`src/design/hcbp_pkg.sv`:
```
package hcbp_pkg;

   // item kinds on the request channel
   typedef enum logic [1:0] {
      REQ_LOAD   = 2'd0,
      REQ_ENCODE = 2'd1,
      REQ_RAW    = 2'd2,
      REQ_FINISH = 2'd3
   } req_kind_type;

   // field widths fixed by the stream format
   localparam int SYMBOL_W   = 8;
   localparam int LENGTH_W   = 7;
   localparam int CODE_W     = 64;
   localparam int BYTE_W     = 8;
   localparam int RESIDUE_W  = BYTE_W - 1;

   // trailer rule
   localparam int TRAILER_SHORT = 5;
   localparam int TRAILER_LONG  = 13;

   // defaults for the top-level parameters
   localparam int DEF_SYMBOL_COUNT = 256;
   localparam int DEF_MAX_CODE_LEN = 64;

   // table stage to packer
   typedef struct packed {
      logic valid;
      logic finish;
   } pk_ctl_type;

endpackage

```
`src/design/hcbp_packer.sv`:
```
module hcbp_packer
   import hcbp_pkg::*;
#(
   parameter int MAX_CODE_LEN = DEF_MAX_CODE_LEN
) (
   input  logic                              clock,
   input  logic                              reset,
   input  pk_ctl_type                        pk_ctl,
   input  logic [MAX_CODE_LEN-1:0]           pk_bits,
   input  logic [$clog2(MAX_CODE_LEN+1)-1:0] pk_len,
   output logic                              pk_ready,
   output logic                              out_valid,
   input  logic                              out_ready,
   output logic [BYTE_W-1:0]                 out_byte,
   output logic                              out_last,
   output logic                              out_end
);

   localparam int QW    = MAX_CODE_LEN + RESIDUE_W;
   localparam int CW    = $clog2(QW + 1);

   function automatic logic [BYTE_W-1:0] rev8(input logic [BYTE_W-1:0] v);
      logic [BYTE_W-1:0] r;
      for (int i = 0; i < BYTE_W; i++) begin
         r[i] = v[BYTE_W-1-i];
      end
      return r;
   endfunction

   // bit queue in stream order, bit 0 leaves first
   logic [QW-1:0]           q_ff, q_in;
   logic [CW-1:0]           cnt_ff, cnt_in;
   logic                    end_ff, end_in;

   logic                    out_valid_ff, out_valid_in;
   logic [BYTE_W-1:0]       out_byte_ff;
   logic                    out_last_ff;
   logic                    out_end_ff;

   logic                    out_free;
   logic                    busy;
   logic                    emit;
   logic                    last_byte;
   logic [QW-1:0]           q_sh;
   logic [CW-1:0]           cnt_sh;
   logic [RESIDUE_W-1:0]    res_q;
   logic [2:0]              res_c;
   logic                    load;
   logic [MAX_CODE_LEN-1:0] mask;
   logic [QW-1:0]           q_code;
   logic [QW-1:0]           q_trail;
   logic [CW-1:0]           cnt_trail;

   assign out_free  = !out_valid_ff || out_ready;
   assign busy      = cnt_ff >= CW'(BYTE_W);
   assign emit      = busy && out_free;
   assign last_byte = cnt_ff < CW'(2 * BYTE_W);
   assign q_sh      = q_ff >> BYTE_W;
   assign cnt_sh    = cnt_ff - CW'(BYTE_W);

   // leftover bits once the current item's bytes are gone
   assign res_q    = busy ? q_sh[RESIDUE_W-1:0] : q_ff[RESIDUE_W-1:0];
   assign res_c    = busy ? cnt_sh[2:0] : cnt_ff[2:0];
   assign pk_ready = !busy || (emit && last_byte);
   assign load     = pk_ctl.valid && pk_ready;

   always_comb begin
      for (int i = 0; i < MAX_CODE_LEN; i++) begin
         mask[i] = i < int'(pk_len);
      end
   end

   assign q_code = (QW'(pk_bits & mask) << res_c) | QW'(res_q);

   // trailer bytes stored bit-reversed so the normal emit path restores them
   always_comb begin
      q_trail = '0;
      q_trail[RESIDUE_W-1:0] = res_q;
      if (res_c <= 3'(TRAILER_SHORT)) begin
         q_trail[BYTE_W-1:0] = {1'b0, res_q} | rev8(BYTE_W'(TRAILER_SHORT) - BYTE_W'(res_c));
         cnt_trail = CW'(BYTE_W);
      end else begin
         q_trail[2*BYTE_W-1:BYTE_W] = rev8(BYTE_W'(TRAILER_LONG) - BYTE_W'(res_c));
         cnt_trail = CW'(2 * BYTE_W);
      end
   end

   always_comb begin
      q_in   = q_ff;
      cnt_in = cnt_ff;
      end_in = end_ff;
      if (load) begin
         if (pk_ctl.finish) begin
            q_in   = q_trail;
            cnt_in = cnt_trail;
            end_in = 1'b1;
         end else begin
            q_in   = q_code;
            cnt_in = CW'(pk_len) + CW'(res_c);
            end_in = 1'b0;
         end
      end else if (emit) begin
         q_in   = q_sh;
         cnt_in = cnt_sh;
      end
   end

   assign out_valid_in = out_free ? emit : out_valid_ff;

   always_ff @(posedge clock) begin
      if (reset) begin
         q_ff         <= '0;
         cnt_ff       <= '0;
         end_ff       <= 1'b0;
         out_valid_ff <= 1'b0;
      end else begin
         q_ff         <= q_in;
         cnt_ff       <= cnt_in;
         end_ff       <= end_in;
         out_valid_ff <= out_valid_in;
      end
   end

   always_ff @(posedge clock) begin
      if (emit) begin
         out_byte_ff <= rev8(q_ff[BYTE_W-1:0]);
         out_last_ff <= last_byte;
         out_end_ff  <= end_ff && last_byte;
      end
   end

   assign out_valid = out_valid_ff;
   assign out_byte  = out_byte_ff;
   assign out_last  = out_last_ff;
   assign out_end   = out_end_ff;

   a_cnt_bound: assert property (@(posedge clock) disable iff (reset)
      cnt_ff <= CW'(QW))
      else $error("packer bit count out of range");

   a_residue_clean: assert property (@(posedge clock) disable iff (reset)
      !busy |-> (q_ff[QW-1:RESIDUE_W] == '0))
      else $error("stale bits above residue");

   a_end_is_last: assert property (@(posedge clock) disable iff (reset)
      (out_valid_ff && out_end_ff) |-> out_last_ff)
      else $error("stream end without last");

   a_no_emit_stalled: assert property (@(posedge clock) disable iff (reset)
      (out_valid_ff && !out_ready) |=> $stable(out_byte_ff))
      else $error("output byte changed under stall");

endmodule

```
`config.mk`:
```
export PLATFORM = sky130hd
export DESIGN_NAME = hcbp_packer
export DESIGN_NICKNAME = d
export VERILOG_FILES = /design/src/design/hcbp_pkg.sv /design/src/design/hcbp_packer.sv
export SDC_FILE = /design/constraint.sdc
export NUM_CORES = 1
export LEC_CHECK = 0
export ABC_CLOCK_PERIOD_IN_PS = 2570
export BUFFER_PORTS_ARGS = -buffer_cell sky130_fd_sc_hd__buf_2
export CORE_AREA = 2 2 123 125
export CTS_CLUSTER_SIZE = 40
export DETAILED_ROUTE_END_ITERATION = 8
export DIE_AREA = 0 0 125 127
export GPL_TIMING_DRIVEN = 0
export PLACE_DENSITY = 0.78
export SYNTH_ARGS = -nofsm -noshare
export SYNTH_HDL_FRONTEND = slang
export SYNTH_SLANG_ARGS = --single-unit
```
`constraint.sdc`:
```
create_clock -name clock -period 2.57 [get_ports clock]
set_input_delay 0.257 -clock clock [delete_from_list [all_inputs] [get_ports clock]]
set_output_delay 0.257 -clock clock [all_outputs]
set_load 0.01 [all_outputs]
```
==> results.sh <==
export IMPL_setup_worst_path_end="q_ff[38]$_SDFFE_PP0P_"
export IMPL_overflow=0
export IMPL_dpl_instance_area_sq_mm=0.00852
export IMPL_fin_nets=1201
export IMPL_postSynthCellCount=1006
export IMPL_drcViolationCount=0
export IMPL_num_rows=44
export IMPL_cp_max_fo=10
export IMPL_maxSlewHeadroom=0.333
export IMPL_critical_path_required_ps=2780
export IMPL_core_sq_mm=0.0144
export IMPL_startpoint="cnt_ff[1]$_SDFFE_PP0P_"
export IMPL_cp_arrival_ps=2850
export IMPL_synth_top_area_share=0.204
export IMPL_fp_dieH_microns=127
export IMPL_path_depth=6
export IMPL_postSynthAreaPerCell_sq_um=7.81
export IMPL_first_global_vias=8992
export IMPL_rsz0062_at_grt="yes"
export IMPL_grt_max_degree=20
export IMPL_dieArea_sq_mm=0.0159
export IMPL_ctsLongestPathBuffers=2
export IMPL_power_total_mw=9.37
export IMPL_drt_iter0_drc=2133
export IMPL_start_kind="flip-flop"
export IMPL_gp_congestion=1.08
export IMPL_final_cell_count_no_fill=1306
export IMPL_synth_top_flop_cell="dfxtp_1"
export IMPL_tritoncts="done"
export IMPL_fillCellCount=1376
export IMPL_fin_skew_ps=10.4
export IMPL_vias=10000
export IMPL_r2r_end="q_ff[38]$_SDFFE_PP0P_"
export IMPL_final_area_sq_mm=0.00921
export IMPL_final_core_util=0.638
export IMPL_fin_ws_ps=-65.2
export IMPL_dr_pass1_iters=7
export IMPL_place_worst_setup_slack_ps=-1090
export IMPL_crit_buf_inv=3
export IMPL_ant_nets=0
export IMPL_synth_edf_count=10
export IMPL_root_buffer="clkbuf_16"
export IMPL_crit_family="buffers and inverters"
export IMPL_diodes=0
export IMPL_maxCapViolations=0
export IMPL_syn_nets=1090
export IMPL_grt_pass1_wl_microns=55800
export IMPL_max_freq_mhz=379
export IMPL_slowest_stage="buf_1"
export IMPL_setup_viol=2
export IMPL_die_w_microns=125
export IMPL_netlist_area_sq_mm=0.00785
export IMPL_htreeDepth=3
export IMPL_cts_sinks=90
export IMPL_hpwl_microns=29500
export IMPL_maxSlewViolCount=0
export IMPL_yosys_warnings=0
export IMPL_port_buffers=86
export IMPL_r2r_slack_ps=-70
export IMPL_via_per_inst=7.66
export IMPL_cts_made_buffers=9
export IMPL_fin_crit_sh=1.03
export IMPL_dp_cells=1276
export IMPL_syn_to_final_growth_pct=17.3
export IMPL_ys_async_sr_fraction=0
export IMPL_worstMarginPinSlew_ps=1000
export IMPL_reg2reg_depth=6
export IMPL_crit_path_cell_trace="buf_2 > buf_1 > clkbuf_1 > o21ai_0 > nand3_1 > a311oi_1"
export IMPL_min_period_ps=2640
export IMPL_drt_total_wl_microns=38500
export IMPL_ioPinCount=88
export IMPL_hp_class="in2reg"
export IMPL_irDropWorstVdd_mv=0.517
export IMPL_failed_checks="negative setup slack"
export IMPL_yosysUniqueCellTypes=99
export IMPL_synth_top_area_cell="dfxtp_1"
export IMPL_layout_drive_gt1_share=0.235
export IMPL_grt_use_total=0.465
export IMPL_synth_seq_area_share=0.242
export IMPL_antenna_found_initial=0
export IMPL_holdPathStages=4
export IMPL_p_per_area_mw_per_mm2=1020
export IMPL_p_leak_nw=3.34
export IMPL_initial_utilization=0.545
export IMPL_critPathCaptureType="flip-flop"
export IMPL_clkTransAtPathRegs_ps=70
export IMPL_critical_path_max_stage_delay_ps=540
export IMPL_avgRoutedWirePerCell_microns=29.5
export IMPL_worstReg2RegStart="cnt_ff[1]$_SDFFE_PP0P_"
export IMPL_holdBufCountCts=0
export IMPL_run_status="finished, violations left"
export IMPL_synth_seq_cells=90
export IMPL_hold_viol_final=0
export IMPL_ys_top_cells_by_area="dfxtp_1 20%, o21ai_0 6.1%, o211ai_1 5.4%, nand2_1 4.1%, edfxtp_1 3.8%"
export IMPL_worst_setup_path_type="reg2reg"
export IMPL_clock_latency_ps=360
[worst reg2reg max path, stage by stage, from the launching register on]
cell and delay (ps):
dfxtp_4 410, buf_2 320, buf_1 540, clkbuf_1 550
o21ai_0 330, nand3_1 220, a311oi_1 110
[how the worst min path moves through the flow]
stage	from	slack, ps	to
3_5_place_dp	q_ff[5]$_SDFFE_PP0P_	420	out_byte[2]$_DFFE_PP_
6_report	pk_len[0]	370	cnt_ff[0]$_SDFFE_PP0P_
3_3_place_gp	q_ff[5]$_SDFFE_PP0P_	420	out_byte[2]$_DFFE_PP_
5_1_grt	pk_len[0]	400	cnt_ff[0]$_SDFFE_PP0P_
4_1_cts	reset	290	q_ff[4]$_SDFFE_PP0P_
2_1_floorplan	q_ff[5]$_SDFFE_PP0P_	410	out_byte[2]$_DFFE_PP_
[layout make-up]
cell class | count | area, sq um | share of cell area
inverters | 18 | 88.8 | 0.00965
clock buffers | 9 | 225 | 0.0245
well taps | 184 | 230 | 0.0250
plain buffers | 111 | 658 | 0.0715
flip-flops and latches | 90 | 1910 | 0.207
repair buffers | 101 | 581 | 0.0630
multi-input cells | 786 | 5440 | 0.590
clock inverters | 7 | 83.8 | 0.00910
[registers in the layout, indices dropped and copies added (netlist names)]
signal	cells
out_end	1
q_ff	71
out_valid	1
out_last	1
cnt_ff	7
out_byte	8
end_ff	1
[per-layer routing]
metal | part of all wire | track usage | vias to the layer above
met4 | 0.062 | 0.237 | 0
met5 | 0 | 0 | -
met2 | 0.39 | 0.653 | 1031
li1 | - | - | 4207
met3 | 0.17 | 0.156 | 204
met1 | 0.38 | 0.635 | 4568
[placed cells by master (no fill, tap or decap), drive strengths merged, types with 6 or more instances in the layout]
cell type / count
a2111oi: 6
a211oi: 18
a21o: 8
a21oi: 51
a221oi: 13
a22oi: 12
a2bb2oi: 14
a311oi: 22
a31oi: 14
a41oi: 6
and2: 6
and3: 6
buf: 168
clkbuf: 53
dfxtp: 80
edfxtp: 10
ha: 7
inv: 20
mux2: 11
mux2i: 8
nand2: 86
nand2b: 14
nand3: 55
nor2: 63
nor3: 17
nor4: 6
o2111ai: 27
o211a: 9
o211ai: 60
o21a: 14
o21ai: 107
o221ai: 15
o22ai: 9
o311ai: 10
or2: 6
or3: 6
[where the power goes]
| group | internal, mW | switching [mW] |
|---|---|---|
| clock | 0.778 | 0.670 |
| combinational | 2.06 | 3.60 |
| sequential | 1.96 | 0.308 |
| total | 4.79 | 4.58 |
[cell usage after synthesis (5+ instances only)]
library cell,number
and2_1,6
nor2b_1,5
o22ai_1,9
a21oi_1,51
mux4_2,5
nand3_1,55
nor3_2,5
ha_1,7
o221ai_1,15
mux2i_1,8
a22oi_1,11
buf_4,14
mux2_2,11
inv_1,14
o211a_1,8
nand2b_1,14
o2111ai_1,25
buf_1,9
and3_1,6
a211o_1,5
o21a_1,14
nor4_1,5
a2bb2oi_1,14
a221oi_1,13
nand2_1,85
dfxtp_1,80
buf_2,43
o311ai_0,9
edfxtp_1,10
nor2_1,63
a31oi_1,14
o21ai_0,95
clkbuf_1,42
nor3_1,10
a41oi_1,6
a211oi_1,18
o211ai_1,57
a21o_1,8
or3_1,6
a311oi_1,22
o21ai_1,9
[cells by family (layout without fill, tap and decap cells)]
kind of cell,Yosys count,count (layout),share of synthesized area
adders and majority gates,8,8,0.0137
and+or+nand+nor,287,287,0.187
xor gates and xnor gates,4,4,0.00446
DFF,90,90,0.242
buffers and inverters,130,246,0.0795
AOI/OAI and AO/OA,463,463,0.433
muxes,24,24,0.0403
[metrics by stage]
| step | TNS, ps | hold WS (ps) |
|---|---|---|
| detailed placement | -66590 | 420 |
| floorplan | 0 | 408 |
| global route | -172 | 398 |
| finish | -122 | 374 |
| CTS | -0.628 | 288 |
| global placement | -70810 | 425 |
[what timing repair did]
action	CTS	global route
pin swaps	3	6
gates cloned	0	0
buffers inserted	2	13
resized for setup	40	49
endpoints found under the setup margin	91	68
(Power assumes the default switching activity.)
